==> config.mk <==
export PLATFORM = sky130hd
export DESIGN_NAME = encoder_pd_wheel_drive
export DESIGN_NICKNAME = d
export VERILOG_FILES = /design/src/rtl/epd_pkg.sv /design/src/rtl/encoder_pd_wheel_drive.sv /design/src/rtl/epd_mac.sv /design/src/rtl/epd_div.sv
export SDC_FILE = /design/constraint.sdc
export NUM_CORES = 2
export LEC_CHECK = 0
export BUFFER_PORTS_ARGS = -buffer_cell sky130_fd_sc_hd__buf_2
export CELL_PAD_IN_SITES_DETAIL_PLACEMENT = 1
export CELL_PAD_IN_SITES_GLOBAL_PLACEMENT = 2
export CORE_ASPECT_RATIO = 1.2
export CORE_MARGIN = 2
export CORE_UTILIZATION = 36
export CTS_CLUSTER_DIAMETER = 200
export DETAILED_ROUTE_END_ITERATION = 7
export PLACE_DENSITY_LB_ADDON = 0.1
export SLEW_MARGIN = 30
export SYNTH_ARGS = -nofsm -noshare
export SYNTH_HDL_FRONTEND = slang
export SYNTH_SLANG_ARGS = --single-unit
==> constraint.sdc <==
create_clock -name clk -period 8.1 [get_ports clk]
set_input_delay 1.215 -clock clk [delete_from_list [all_inputs] [get_ports clk]]
set_output_delay 1.215 -clock clk [all_outputs]
set_load 0.1 [all_outputs]
==> src/rtl/epd_pkg.sv <==
// Shared types and constants for the encoder PD wheel drive.
// Used by epd_mac, epd_div and encoder_pd_wheel_drive; no dependencies.
`default_nettype none

package epd_pkg;

  // Default encoder resolution: one turn is 2**ANGLE_BITS counts
  localparam int ANGLE_BITS_DEF = 12;

  // Multiply-accumulate operand and accumulator widths
  localparam int MAC_A_W   = 16;
  localparam int MAC_B_W   = 32;
  localparam int MAC_P_W   = MAC_A_W + MAC_B_W;
  localparam int MAC_ACC_W = 64;

  // Divider: damping numerator over elapsed microseconds
  localparam int DIV_NUM_W = 36;
  localparam int DIV_DEN_W = 16;

  // Result stream: reverse, pwm_compare, wheel_position, padded to bytes
  localparam int OUT_FIELD_W = 1 + 17 + 32;
  localparam int OUT_W       = ((OUT_FIELD_W + 7) / 8) * 8;

  localparam logic [MAC_B_W-1:0] PWM_PERIOD   = 32'd100000;
  localparam logic [MAC_B_W-1:0] US_PER_S     = 32'd1000000;
  // 60/16 gear * 256 / (2 pi * 1e6), as Q16 counts over 2**40
  localparam logic [MAC_B_W-1:0] TARGET_SCALE = 32'd167993002;

  // Shift applied to a product before it enters the accumulator
  typedef enum logic [1:0] {
    SH_0,
    SH_16,
    SH_32
  } epd_shift_t;

  typedef struct packed {
    logic       issue;
    logic       clear;
    epd_shift_t shift;
  } epd_mac_ctl_t;

  // Register map, word index
  typedef enum logic [1:0] {
    REG_STIFFNESS  = 2'd0,
    REG_DAMPING    = 2'd1,
    REG_DUTY_LIMIT = 2'd2,
    REG_INVERT     = 2'd3
  } epd_reg_t;

endpackage

`default_nettype wire

==> src/rtl/encoder_pd_wheel_drive.sv <==
// Channel   Dir  Payload (lsb first)                              Handshake
// s_        in   raw_angle, elapsed_us, target_velocity            s_tvalid/s_tready
// m_        out  reverse, pwm_compare, wheel_position              m_tvalid/m_tready
// apb       in   stiffness, damping, duty limit, invert @ 0,4,8,C  psel/penable/pwrite
//
// The bit-serial divide of the damping term dominates the time from acceptance
// to result; the target update on the shared multiplier runs alongside it.
// The priming sample only records its angle and gives no result.
// Reset (rst, synchronous) clears position, target and the primed flag.
// s_tready is high only between samples; a finished result waits in the
// output register, and the next sample is taken while it waits.
// Top level of the encoder PD wheel drive; depends on epd_pkg, epd_mac,
// epd_div.
`default_nettype none

module encoder_pd_wheel_drive #(
  parameter int ANGLE_BITS = epd_pkg::ANGLE_BITS_DEF,
  localparam int IN_W      = ((ANGLE_BITS + 32 + 7) / 8) * 8
) (
  input  wire                       clk,
  input  wire                       rst,
  // raw_angle[ANGLE_BITS], elapsed_us[16], target_velocity[16], zero pad
  input  wire  [IN_W-1:0]           s_tdata,
  input  wire                       s_tvalid,
  output logic                      s_tready,
  // reverse[1], pwm_compare[17], wheel_position[32], zero pad
  output logic [epd_pkg::OUT_W-1:0] m_tdata,
  output logic                      m_tvalid,
  input  wire                       m_tready,
  input  wire                       psel,
  input  wire                       penable,
  input  wire                       pwrite,
  input  wire  [3:0]                paddr,
  input  wire  [31:0]               pwdata,
  output logic [31:0]               prdata,
  output logic                      pready
);
  import epd_pkg::*;

  localparam int TGT_SHIFT = 40 - ANGLE_BITS;
  localparam logic signed [ANGLE_BITS+1:0] HALF_S = (ANGLE_BITS+2)'(2 ** (ANGLE_BITS - 1));
  localparam logic signed [ANGLE_BITS+1:0] TURN_S = (ANGLE_BITS+2)'(2 ** ANGLE_BITS);
  localparam logic signed [31:0] POS_MAX = 32'sh7FFF_FFFF;
  localparam logic signed [31:0] POS_MIN = 32'sh8000_0000;
  localparam logic signed [47:0] Q48_MAX = 48'sh7FFF_FFFF_FFFF;
  localparam logic signed [47:0] Q48_MIN = 48'sh8000_0000_0000;

  typedef enum logic [4:0] {
    S_IDLE, S_STEP, S_ERR,
    S_K_LO, S_K_HI, S_K_WAIT, S_STIFF,
    S_D_WAIT, S_US_LO, S_US_HI, S_US_WAIT, S_DIV_GO,
    S_V_WAIT, S_VS_LO, S_VS_HI, S_VS_WAIT, S_TGT,
    S_DIV_WAIT, S_DRIVE, S_PWM, S_PWM_WAIT, S_OUT
  } state_t;

  state_t state;

  // configuration
  logic [15:0] stiffness_gain;
  logic [15:0] damping_gain;
  logic [15:0] duty_limit;
  logic        invert_direction;

  // persistent state
  logic [ANGLE_BITS-1:0] previous_angle;
  logic                  primed;
  logic signed [31:0]    position_count;
  logic signed [47:0]    target_position;

  // per-sample working registers
  logic [ANGLE_BITS-1:0] angle_q;
  logic [15:0]           dt_q;
  logic                  vel_neg;
  logic [15:0]           vel_mag;
  logic signed [ANGLE_BITS:0] step_q;
  logic                  err_neg;
  logic [47:0]           err_mag;
  logic signed [40:0]    stiff_q;
  logic signed [16:0]    drive_q;

  // result register
  logic                  out_rev;
  logic [16:0]           out_pwm;
  logic signed [31:0]    out_pos;

  // shared units
  epd_mac_ctl_t           mac_ctl;
  logic [MAC_A_W-1:0]     mac_a;
  logic [MAC_B_W-1:0]     mac_b;
  logic [MAC_ACC_W-1:0]   mac_acc;
  logic                   div_start;
  logic                   div_busy;
  logic [DIV_NUM_W-1:0]   div_quo;

  epd_mac u_mac (
    .clk (clk),
    .rst (rst),
    .ctl (mac_ctl),
    .a   (mac_a),
    .b   (mac_b),
    .acc (mac_acc)
  );

  assign div_start = (state == S_DIV_GO);

  epd_div u_div (
    .clk   (clk),
    .rst   (rst),
    .start (div_start),
    .num   (mac_acc[51:16]),
    .den   (dt_q),
    .busy  (div_busy),
    .quo   (div_quo)
  );

  // ---------------------------------------------------------------------
  // Configuration port
  // ---------------------------------------------------------------------
  logic cfg_wr;
  assign cfg_wr = psel && penable && pwrite && pready;
  assign pready = 1'b1;

  always_ff @(posedge clk) begin
    if (rst) begin
      stiffness_gain   <= '0;
      damping_gain     <= '0;
      duty_limit       <= 16'hFFFF;
      invert_direction <= 1'b0;
    end else if (cfg_wr) begin
      case (epd_reg_t'(paddr[3:2]))
        REG_STIFFNESS:  stiffness_gain   <= pwdata[15:0];
        REG_DAMPING:    damping_gain     <= pwdata[15:0];
        REG_DUTY_LIMIT: duty_limit       <= pwdata[15:0];
        REG_INVERT:     invert_direction <= pwdata[0];
        default: ;
      endcase
    end
  end

  always_comb begin
    case (epd_reg_t'(paddr[3:2]))
      REG_STIFFNESS:  prdata = {16'h0000, stiffness_gain};
      REG_DAMPING:    prdata = {16'h0000, damping_gain};
      REG_DUTY_LIMIT: prdata = {16'h0000, duty_limit};
      REG_INVERT:     prdata = {31'h0, invert_direction};
      default:        prdata = '0;
    endcase
  end

  // ---------------------------------------------------------------------
  // Input fields
  // ---------------------------------------------------------------------
  logic [ANGLE_BITS-1:0] in_angle;
  logic [15:0]           in_dt;
  logic [15:0]           in_vel;
  logic [16:0]           in_vel_abs;

  assign in_angle   = s_tdata[ANGLE_BITS-1:0];
  assign in_dt      = s_tdata[ANGLE_BITS+15:ANGLE_BITS];
  assign in_vel     = s_tdata[ANGLE_BITS+31:ANGLE_BITS+16];
  // -(-32768) still fits as a 16-bit magnitude
  assign in_vel_abs = in_vel[15] ? (17'd0 - {1'b1, in_vel}) : {1'b0, in_vel};

  assign s_tready = (state == S_IDLE);

  // ---------------------------------------------------------------------
  // Datapath around the registers
  // ---------------------------------------------------------------------
  // Unwrap: keep the step within half a turn, exact half kept as is
  logic signed [ANGLE_BITS+1:0] diff_w;
  logic signed [ANGLE_BITS+1:0] step_w;
  always_comb begin
    diff_w = $signed({2'b00, angle_q}) - $signed({2'b00, previous_angle});
    if (diff_w > HALF_S) begin
      step_w = diff_w - TURN_S;
    end else if (diff_w < -HALF_S) begin
      step_w = diff_w + TURN_S;
    end else begin
      step_w = diff_w;
    end
  end

  // Saturating position update
  logic signed [32:0] pos_sum;
  logic signed [31:0] pos_next;
  always_comb begin
    pos_sum = $signed({position_count[31], position_count})
            + $signed({{(32-ANGLE_BITS){step_w[ANGLE_BITS]}}, step_w[ANGLE_BITS:0]});
    if (pos_sum[32] != pos_sum[31]) begin
      pos_next = pos_sum[32] ? POS_MIN : POS_MAX;
    end else begin
      pos_next = pos_sum[31:0];
    end
  end

  // Position error in Q16 counts, saturated to 48 bits, split to sign/magnitude
  logic signed [48:0] err_w;
  logic signed [47:0] err_sat;
  always_comb begin
    err_w = $signed({target_position[47], target_position})
          - $signed({position_count[31], position_count, 16'h0000});
    if (err_w[48] != err_w[47]) begin
      err_sat = err_w[48] ? Q48_MIN : Q48_MAX;
    end else begin
      err_sat = err_w[47:0];
    end
  end

  logic [ANGLE_BITS:0] step_abs;
  assign step_abs = step_q[ANGLE_BITS] ? (~step_q + 1'b1) : step_q;

  // Stiffness term: K * |err| / 2**24, sign restored (truncates toward zero)
  logic signed [40:0] stiff_w;
  assign stiff_w = err_neg ? -$signed({1'b0, mac_acc[63:24]})
                           :  $signed({1'b0, mac_acc[63:24]});

  // Drive = stiff - damp, clamped to +/- duty limit
  logic signed [36:0] damp_w;
  logic signed [41:0] drive_w;
  logic signed [41:0] lim_w;
  logic signed [16:0] drive_next;
  always_comb begin
    damp_w  = step_q[ANGLE_BITS] ? -$signed({1'b0, div_quo}) : $signed({1'b0, div_quo});
    drive_w = $signed({stiff_q[40], stiff_q}) - $signed({{5{damp_w[36]}}, damp_w});
    lim_w   = $signed({26'h0, duty_limit});
    if (drive_w > lim_w) begin
      drive_next = $signed({1'b0, duty_limit});
    end else if (drive_w < -lim_w) begin
      drive_next = -$signed({1'b0, duty_limit});
    end else begin
      drive_next = drive_w[16:0];
    end
  end

  // Target advance: |v| * dt * scale >> shift, sign applied, saturated
  logic [MAC_ACC_W-1:0] inc_full;
  logic signed [49:0]   tgt_sum;
  logic signed [49:0]   inc_s;
  logic signed [47:0]   tgt_next;
  always_comb begin
    inc_full = mac_acc >> TGT_SHIFT;
    inc_s    = $signed({1'b0, inc_full[48:0]});
    tgt_sum  = $signed({{2{target_position[47]}}, target_position})
             + (vel_neg ? -inc_s : inc_s);
    if (tgt_sum > $signed({{2{Q48_MAX[47]}}, Q48_MAX})) begin
      tgt_next = Q48_MAX;
    end else if (tgt_sum < $signed({{2{Q48_MIN[47]}}, Q48_MIN})) begin
      tgt_next = Q48_MIN;
    end else begin
      tgt_next = tgt_sum[47:0];
    end
  end

  // Reported position, mirrored when inverted
  logic signed [31:0] pos_report;
  always_comb begin
    if (!invert_direction) begin
      pos_report = position_count;
    end else if (position_count == POS_MIN) begin
      pos_report = POS_MAX;
    end else begin
      pos_report = -position_count;
    end
  end

  // ---------------------------------------------------------------------
  // Multiplier schedule. A product issued in one state is registered with
  // its controls and then added into the accumulator, so a state may read the
  // previous result while it issues the next product.
  // ---------------------------------------------------------------------
  always_comb begin
    mac_ctl.issue = 1'b0;
    mac_ctl.clear = 1'b0;
    mac_ctl.shift = SH_0;
    mac_a         = '0;
    mac_b         = '0;
    case (state)
      S_K_LO: begin
        mac_ctl.issue = 1'b1;
        mac_ctl.clear = 1'b1;
        mac_a         = stiffness_gain;
        mac_b         = err_mag[31:0];
      end
      S_K_HI: begin
        mac_ctl.issue = 1'b1;
        mac_ctl.shift = SH_32;
        mac_a         = stiffness_gain;
        mac_b         = {16'h0000, err_mag[47:32]};
      end
      S_STIFF: begin
        mac_ctl.issue = 1'b1;
        mac_ctl.clear = 1'b1;
        mac_a         = damping_gain;
        mac_b         = {{(31-ANGLE_BITS){1'b0}}, step_abs};
      end
      S_US_LO: begin
        mac_ctl.issue = 1'b1;
        mac_ctl.clear = 1'b1;
        mac_a         = mac_acc[15:0];
        mac_b         = US_PER_S;
      end
      S_US_HI: begin
        mac_ctl.issue = 1'b1;
        mac_ctl.shift = SH_16;
        mac_a         = mac_acc[31:16];
        mac_b         = US_PER_S;
      end
      S_DIV_GO: begin
        mac_ctl.issue = 1'b1;
        mac_ctl.clear = 1'b1;
        mac_a         = dt_q;
        mac_b         = {16'h0000, vel_mag};
      end
      S_VS_LO: begin
        mac_ctl.issue = 1'b1;
        mac_ctl.clear = 1'b1;
        mac_a         = mac_acc[15:0];
        mac_b         = TARGET_SCALE;
      end
      S_VS_HI: begin
        mac_ctl.issue = 1'b1;
        mac_ctl.shift = SH_16;
        mac_a         = mac_acc[31:16];
        mac_b         = TARGET_SCALE;
      end
      S_PWM: begin
        mac_ctl.issue = 1'b1;
        mac_ctl.clear = 1'b1;
        mac_a         = drive_q[15:0];   // 65536 + drive when negative
        mac_b         = PWM_PERIOD;
      end
      default: ;
    endcase
  end

  // ---------------------------------------------------------------------
  // Sequencer
  // ---------------------------------------------------------------------
  always_ff @(posedge clk) begin
    if (rst) begin
      state           <= S_IDLE;
      primed          <= 1'b0;
      previous_angle  <= '0;
      position_count  <= '0;
      target_position <= '0;
      m_tvalid        <= 1'b0;
    end else begin
      // S_OUT decides m_tvalid itself when it loads a new result
      if (m_tvalid && m_tready && (state != S_OUT)) begin
        m_tvalid <= 1'b0;
      end
      case (state)
        S_IDLE: begin
          if (s_tvalid) begin
            if (!primed) begin
              previous_angle <= in_angle;
              primed         <= 1'b1;
            end else begin
              angle_q <= in_angle;
              dt_q    <= (in_dt == 16'h0000) ? 16'h0001 : in_dt;
              vel_mag <= in_vel_abs[15:0];
              vel_neg <= in_vel[15] ^ invert_direction;
              state   <= S_STEP;
            end
          end
        end
        S_STEP: begin
          step_q         <= step_w[ANGLE_BITS:0];
          previous_angle <= angle_q;
          position_count <= pos_next;
          state          <= S_ERR;
        end
        S_ERR: begin
          err_neg <= err_sat[47];
          err_mag <= err_sat[47] ? (~err_sat + 1'b1) : err_sat;
          state   <= S_K_LO;
        end
        S_K_LO:    state <= S_K_HI;
        S_K_HI:    state <= S_K_WAIT;
        S_K_WAIT:  state <= S_STIFF;
        S_STIFF: begin
          stiff_q <= stiff_w;
          state   <= S_D_WAIT;
        end
        S_D_WAIT:  state <= S_US_LO;
        S_US_LO:   state <= S_US_HI;
        S_US_HI:   state <= S_US_WAIT;
        S_US_WAIT: state <= S_DIV_GO;
        S_DIV_GO:  state <= S_V_WAIT;
        S_V_WAIT:  state <= S_VS_LO;
        S_VS_LO:   state <= S_VS_HI;
        S_VS_HI:   state <= S_VS_WAIT;
        S_VS_WAIT: state <= S_TGT;
        S_TGT: begin
          target_position <= tgt_next;
          state           <= S_DIV_WAIT;
        end
        S_DIV_WAIT: begin
          if (!div_busy) begin
            state <= S_DRIVE;
          end
        end
        S_DRIVE: begin
          drive_q <= drive_next;
          state   <= S_PWM;
        end
        S_PWM:      state <= S_PWM_WAIT;
        S_PWM_WAIT: state <= S_OUT;
        S_OUT: begin
          if (!m_tvalid || m_tready) begin
            m_tvalid <= 1'b1;
            out_rev  <= drive_q[16];
            out_pwm  <= mac_acc[32:16];
            out_pos  <= pos_report;
            state    <= S_IDLE;
          end
        end
        default: state <= S_IDLE;
      endcase
    end
  end

  assign m_tdata = {{(OUT_W-OUT_FIELD_W){1'b0}}, out_pos, out_pwm, out_rev};

  // ---------------------------------------------------------------------
  // Assertions
  // ---------------------------------------------------------------------
  a_idle_div_quiet: assert property (@(posedge clk) disable iff (rst)
    (state == S_IDLE) |-> !div_busy)
    else $error("divider still running between samples");

  a_no_result_unprimed: assert property (@(posedge clk) disable iff (rst)
    !primed |-> !m_tvalid)
    else $error("result presented before priming sample");

  a_prime_only: assert property (@(posedge clk) disable iff (rst)
    (s_tvalid && s_tready && !primed) |=> (primed && state == S_IDLE))
    else $error("priming sample started a computation");

  a_drive_clamped: assert property (@(posedge clk) disable iff (rst)
    (state == S_PWM) |->
      (drive_q <= $signed({1'b0, duty_limit}) && drive_q >= -$signed({1'b0, duty_limit})))
    else $error("drive outside duty limit");

  a_pwm_range: assert property (@(posedge clk) disable iff (rst)
    m_tvalid |-> ({15'h0, out_pwm} <= PWM_PERIOD))
    else $error("pwm compare beyond period");

endmodule

`default_nettype wire

==> src/rtl/epd_mac.sv <==
// Shared 16x32 multiplier with a 64-bit accumulator, one product per cycle.
// Depends on epd_pkg. Product is registered, then added into the registered accumulator.
`default_nettype none

module epd_mac (
  input  wire                           clk,
  input  wire                           rst,
  input  epd_pkg::epd_mac_ctl_t         ctl,
  input  wire  [epd_pkg::MAC_A_W-1:0]   a,
  input  wire  [epd_pkg::MAC_B_W-1:0]   b,
  output logic [epd_pkg::MAC_ACC_W-1:0] acc
);
  import epd_pkg::*;

  logic [MAC_P_W-1:0]   prod;
  logic                 vld_q;
  logic                 clr_q;
  epd_shift_t           shift_q;
  logic [MAC_ACC_W-1:0] addend;

  always_ff @(posedge clk) begin
    if (rst) begin
      vld_q   <= 1'b0;
      clr_q   <= 1'b0;
      shift_q <= SH_0;
    end else begin
      vld_q   <= ctl.issue;
      clr_q   <= ctl.clear;
      shift_q <= ctl.shift;
    end
  end

  always_ff @(posedge clk) begin
    prod <= {{MAC_B_W{1'b0}}, a} * {{MAC_A_W{1'b0}}, b};
  end

  always_comb begin
    case (shift_q)
      SH_0:    addend = {{(MAC_ACC_W-MAC_P_W){1'b0}}, prod};
      SH_16:   addend = {prod, 16'h0000};
      SH_32:   addend = {prod[31:0], 32'h0000_0000};
      default: addend = '0;
    endcase
  end

  always_ff @(posedge clk) begin
    if (vld_q) begin
      acc <= (clr_q ? '0 : acc) + addend;
    end
  end

endmodule

`default_nettype wire

==> src/rtl/epd_div.sv <==
// Restoring divider, one quotient bit per cycle, unsigned.
// Depends on epd_pkg for operand widths.
`default_nettype none

module epd_div (
  input  wire                           clk,
  input  wire                           rst,
  input  wire                           start,
  input  wire  [epd_pkg::DIV_NUM_W-1:0] num,
  input  wire  [epd_pkg::DIV_DEN_W-1:0] den,
  output logic                          busy,
  output logic [epd_pkg::DIV_NUM_W-1:0] quo
);
  import epd_pkg::*;

  localparam int CNT_W = $clog2(DIV_NUM_W + 1);

  logic [DIV_DEN_W-1:0] rem;
  logic [DIV_DEN_W-1:0] den_q;
  logic [CNT_W-1:0]     cnt;
  logic [DIV_DEN_W:0]   trial;
  logic [DIV_DEN_W:0]   diff;
  logic                 ge;

  assign trial = {rem, quo[DIV_NUM_W-1]};
  assign diff  = trial - {1'b0, den_q};
  assign ge    = (trial >= {1'b0, den_q});

  always_ff @(posedge clk) begin
    if (rst) begin
      busy <= 1'b0;
      cnt  <= '0;
    end else if (start) begin
      busy <= 1'b1;
      cnt  <= CNT_W'(DIV_NUM_W);
    end else if (busy) begin
      cnt  <= cnt - 1'b1;
      busy <= (cnt != CNT_W'(1));
    end
  end

  always_ff @(posedge clk) begin
    if (start) begin
      rem   <= '0;
      quo   <= num;
      den_q <= den;
    end else if (busy) begin
      rem <= ge ? diff[DIV_DEN_W-1:0] : trial[DIV_DEN_W-1:0];
      quo <= {quo[DIV_NUM_W-2:0], ge};
    end
  end

endmodule

`default_nettype wire
After elaboration in Yosys (flattened, before gate mapping)
Index checks and enable logic that the tools add are counted.

cells by class
  equal/unequal tests = 36
  $lt $le $gt $ge = 7
  bitwise operators = 4
  mux-type cells = 44
  add/subtract/negate cells = 19
  multiply operators = 1
  reductions and logical operators = 33

operators with widths
  operator                                                                            count
  32-bit one-hot mux with 7 select lines                                              1
  48-bit 2-to-1 mux                                                                   4
  64-bit one-hot mux with 3 select lines                                              1
  32-bit 2-to-1 mux                                                                   4
  32-bit one-hot mux with 4 select lines                                              1
  5-bit one-hot mux with 22 select lines                                              1
  16-bit one-hot mux with 6 select lines                                              1
  36-bit 2-to-1 mux                                                                   2
  64-bit adder                                                                        1
  64-bit 2-to-1 mux                                                                   1
  48-bit by 50-bit adder with 50-bit output                                           1
  50-bit by 48-bit greater-than comparator with 1-bit output (second input constant)  1
  50-bit by 48-bit < comparator with 1-bit output (second input constant)             1
  50-bit 2-to-1 mux                                                                   1
  36-bit negation with 50-bit output                                                  1
  48-bit by 48-bit subtractor with 49-bit output                                      1
  48-bit by 1-bit adder with 48-bit output (second input constant)                    1
  16-bit by 32-bit multiplier with 48-bit output                                      1
  48-bit NOT                                                                          1
  47-bit 2-to-1 mux                                                                   1
  42-bit by 17-bit greater-than comparator with 1-bit output                          1
  42-bit < comparator                                                                 1
  16-bit negation with 42-bit output                                                  1
  41-bit by 37-bit subtractor with 42-bit output                                      1
  other kinds (56)                                                                    113

storage, ports and cells
  output and inout bits = 91
  register bits after elaboration = 554
  word-level logic and storage cells = 181
  bits of input ports = 91

Logic depth before layout (Yosys ltp)
  depth after elaboration = 7
  depth in mapped cells = 36

Cells and area by module
Synthesis repeated with hierarchy kept, for this count alone.

second synthesis, totals
  cell total of the unflattened synthesis = 6933
  area, all modules = 59373.2 um2

modules (own cells, without submodules)
  module                  times used  area an instance (um2)  cells an instance
  encoder_pd_wheel_drive  1           31161.1                 3801
  epd_mac                 1           24161.9                 2763
  epd_div                 1           4050.1                  369

Worst setup path before layout
No wires, ideal clock.

  path kind = register to register
  start = register state[1]
  end = register u_mac.prod[47]
  data required time = 8.028 ns
  arrival time = 8.432 ns
  buffers on the path = 4
  cell stages (with the launch flop) = 35
  setup time = 0.072 ns
  slack = -0.404 ns
  period minus slack after synthesis = 8.504 ns
  path through = dfxtp_1 -> clkbuf_1 -> inv_1 -> nor2_1 -> nand3_1 -> clkinv_1 -> clkbuf_1 -> clkbuf_1 -> a221o_1 -> clkbuf_1 -> nand2_1 -> fa_1 -> inv_1 -> fa_1 -> inv_1 -> fa_1 -> inv_1 -> fa_1 -> fa_1 -> inv_1 -> fa_1 -> inv_1 -> ha_1 -> a21o_1 -> a21oi_1 -> or3b_2 -> a311o_1 -> nand4_1 -> nand2_1 -> a211oi_1 -> o31ai_1 -> o221ai_1 -> o21ai_0 -> a21oi_1 -> xnor2_1

on the way
  longest elaborated chain between the ends = 4
  elaborated cells between the ends (all ways) = 17

ends and longest elaborated chain
  element                                                                                           RTL line                       source
  start, declared                                                                                   encoder_pd_wheel_drive.sv:56   state_t state;
  start signal, assigned                                                                            encoder_pd_wheel_drive.sv:341  state <= S_IDLE;
  start signal, assigned                                                                            encoder_pd_wheel_drive.sv:363  state <= S_STEP;
  start signal, assigned                                                                            encoder_pd_wheel_drive.sv:371  state <= S_ERR;
  5-bit by 4-bit equality test with 1-bit output (tied with other cells)                            encoder_pd_wheel_drive.sv:277  case (state)
  2-bit OR reduction (no line)                                                                      n/a
  32-bit one-hot mux with 7 select lines or 16-bit one-hot mux with 6 select lines (tied branches)  encoder_pd_wheel_drive.sv:277
  16-bit by 32-bit multiplier with 48-bit output *                                                  epd_mac.sv:34                  prod <= {{MAC_B_W{1'b0}}, a} * {{MAC_A_W{1'b0}}, b};
  end signal, assigned                                                                              epd_mac.sv:34
  end, declared                                                                                     epd_mac.sv:15                  logic [MAC_P_W-1:0] prod;

Every way passes the cells marked *; elsewhere a longest branch is shown, timed or not.
A chain may end at the register's enable or synchronous reset.

Worst setup path after layout
  start = register step_q[2]
  end = register u_mac.prod[45]

on the way
  longest elaborated chain between the ends = 5

ends and longest elaborated chain
  element                                           RTL line                       source
  start, declared                                   encoder_pd_wheel_drive.sv:75   logic signed [ANGLE_BITS:0] step_q;
  start signal, assigned                            encoder_pd_wheel_drive.sv:368  step_q <= step_w[ANGLE_BITS:0];
  13-bit NOT                                        encoder_pd_wheel_drive.sv:210  assign step_abs = step_q[ANGLE_BITS] ? (~step_q + 1'b1) : step_q;
  13-bit by 1-bit adder with 13-bit output          encoder_pd_wheel_drive.sv:210
  13-bit 2-to-1 mux *                               encoder_pd_wheel_drive.sv:210
  32-bit one-hot mux with 7 select lines *          encoder_pd_wheel_drive.sv:277
  16-bit by 32-bit multiplier with 48-bit output *  epd_mac.sv:34

Marks and branches as above.

==> summary.txt <==
Layout
  • Commonest non-fill, non-tap cell in the layout: nand2_1
  • Area grow syn2layout: 16.7%
  • Number of fill cells: 18,816
  • Sequential cell area: 14,400 µm²
  • Ratio of cells with drive above 1 in the final layout: 14.1%
  • Final #Nets: roughly 8,100
  • Commonest non-fill, non-tap cells in the layout: nand2_1 (950), inv_1 (618), nor2_1 (523)
  • Multi-input gate area: 40,400 µm²

Pwr
  • Power per cell area: approximately 250 nW/µm²
  • Worst vdd ir: 0.631 mV
  • LEAKAGE: between 20 and 30 nW
  • Tot Pwr: between 0.015 and 0.02 W

Synth
  • Ys async rst share: 0%
  • Seq/Total Area, Yosys: 24.9%
  • EDFF count, synth: around 330
  • Synthesized area: 57,800 µm²
  • Yosys reg bits: 554
  • Top FF cell, synth: edfxtp_1
  • Ys Warns: 0
  • Synth Instances: just under 7,000
  • Synth Area per Inst: 8.52 µm²
  • Synth unique cells: 106

Global routing
  • Vias in the first global route: 54,089
  • GRT Total Usage: 27.0%
  • GRT overflow: 0
  • First-pass GRT wire length: ~340,000 µm
  • Initial antenna violation count: 8
  • Largest net degree at the start of global routing: 71

STA
  • Relative slew margins: 33.5%
  • Tightest Pin Transition: 0.995 ns
  • Final setup viols: 0
  • Hold slack final: 0.417 ns
  • Setup_tns: 0 ns
  • Fin crit share: 99.2%
  • RSZ-0062 raised after global routing: yes
  • Minimum clock period: 8.03 ns
  • F_max: 125 MHz
  • Final Hold Viols: 0
  • Clock skew: 0.0302 ns
  • Final worst slack: 0.0680 ns
  • Final Max Slew Viols: 0

Critical path
  • Crit Path Category: reg2reg
  • Peak fanout along the critical path: 6
  • WP buf/inv: 5
  • Slowest stage delay, CP: 0.56 ns
  • CP top delay family: adder cells
  • CP required: between 8 and 9 ns
  • Worst path slowest cell: fa_1
  • WP data arrival: 8.59 ns
  • Crit path capture type: flop
  • Startpoint types: flop
  • Crit-path most repeated cell: fa_1

Placement
  • Routability cong.: 0.910
  • Input/output buffers: around 140
  • Setup WS pre-CTS: -0.684 ns
  • HPWL after DPL: 182,000 µm

Floorplanning
  • Placement row count: 161
  • Die W: ~370 µm
  • Ports: 182
  • Die Y: between 400 and 500 µm
  • Core ar.: between 150,000 and 200,000 µm²
  • Initial Util: 36.1%
  • Die area: 164,000 µm²

Hold path
  • Hold WC Path Type: reg2reg

Routing
  • DRC Markers: 0
  • Drt pass-1 iters: 6
  • Final WL: 222,000 µm
  • Drt wl/cell: 23.8 µm
  • Initial DRC count: 2,924
  • Via density: 5.45
  • DR vias: 50,791
  • Post-DRT Antenna Nets: 0

Clock tree
  • Worst-Skew Late Latency: 0.69 ns
  • CTS HTree Levels: 3
  • Cts hold-fix bufs: 0
  • CTS tree: yes
  • Num CTS Buffers: 71
  • Clk root buf: clkbuf_16
  • CTS max path bufs: 3
  • Clk pin slew, worst setup/hold paths: 0.06 ns
  • Sink Count: roughly 550

Flow run
  • Max_cap viols: 0

Run status
  • Status: completed
[registers in the layout, indices dropped and copies added (netlist names), 13 cells and up]
name / count
duty_limit: 16
dt_q: 16
damping_gain: 16
position_count: 32
u_mac.acc: 64
out_pos: 32
u_mac.prod: 48
u_div.rem: 16
vel_mag: 16
u_div.den_q: 16
out_pwm: 17
target_position: 48
stiff_q: 41
step_q: 13
u_div.quo: 36
err_mag: 48
stiffness_gain: 16
drive_q: 17
[metrics by stage]
step	util (%)	instance area [µm²]	std cells
6_report	42.2	67500	9323
5_1_grt	42.2	67400	9322
4_1_cts	41.7	66700	9294
3_5_place_dp	39.8	63700	9139
3_3_place_gp	39.8	63700	9139
2_1_floorplan	-	58000	6804
[path summary, 6_finish.rpt]
| path | start | endpoint | slack (ns) | depth (start not counted) |
|---|---|---|---|---|
| worst max-delay path | step_q[2] | u_mac.prod[45] | 0.07 | 30 |
| worst min-delay path | drive_q[16] | out_rev | 0.42 | 0 |
| worst max register to register | step_q[2] | u_mac.prod[45] | 0.07 | 30 |
| worst min register to register | drive_q[16] | out_rev | 0.42 | 0 |
[power breakdown]
| group | internal [W] | total (W) | leakage (nW) | switching [W] |
|---|---|---|---|---|
| logic | 0.00347 | 0.00959 | 24.0 | 0.00612 |
| clock network | 0.00192 | 0.00332 | 1.17 | 0.00140 |
| registers | 0.00363 | 0.00399 | 4.82 | 0.000359 |
| total | 0.00901 | 0.0169 | 30.0 | 0.00788 |
[cell families after synthesis]
kind of cell / count (synthesis) / synth area share, %
flip-flops: 554 / 24.9
buffers and inverters: 1011 / 6.83
AO/OA/AOI/OAI: 1588 / 18.2
other: 2 / 0.0130
adder cells (fa/ha/maj): 863 / 24.2
XOR/XNOR: 437 / 6.62
multiplexers: 69 / 1.24
AND/OR/NAND/NOR: 2259 / 18.0
[layer usage]
| layer | up-vias | wire (µm) | part of all wire [%] | global-route usage, % |
|---|---|---|---|---|
| met5 | - | 13 | 0.0058 | 0 |
| met4 | 2 | 8750 | 3.9 | 9.89 |
| met3 | 254 | 7090 | 3.2 | 2.35 |
| met2 | 874 | 111000 | 50 | 47.6 |
| met1 | 25620 | 95300 | 43 | 34.0 |
| li1 | 24041 | - | - | - |
[cell usage after synthesis, types with 36 or more instances]
cell type	number	area share, %
o21bai_1	37	0.48
o211ai_1	36	0.47
clkbuf_1	299	1.9
a31oi_1	40	0.43
inv_1	644	4.2
a211oi_1	84	1.1
nand4_1	48	0.52
o31ai_1	61	0.79
and2_1	80	0.87
a221oi_1	53	0.80
nand2b_1	62	0.67
mux2i_1	58	1.0
o21a_1	59	0.77
nor3_1	90	0.78
fa_1	425	15
nor2_1	540	3.5
ha_1	435	9.4
edfxtp_1	331	17
or3_1	48	0.52
dfxtp_1	223	7.7
and3_1	51	0.55
nor4_1	39	0.42
xnor2_1	297	4.5
nand3_1	82	0.71
nor2b_1	131	1.4
nand2_1	970	6.3
a21o_1	174	2.3
a21oi_1	399	3.5
xor2_1	140	2.1
o21ai_0	343	3.0
[what timing repair did]
item                                   in CTS  in global routing
setup endpoints to repair                  22                 18
pin swaps                                  46                 74
setup buffers                              24                 32
endpoints found under the hold margin       0                  0
resized for setup                          95                142
gates cloned                                1                  1
[final cells by class]
type	instances	share of cell area, %
inverters	647	3.61
repair buffers	633	7.58
clock inverters	43	0.675
diodes	1	0.00371
flip-flops and latches	554	21.4
clock buffers	87	2.88
well taps	2119	3.93
multi-input cells	5239	59.9
(Power assumes the default switching activity.)
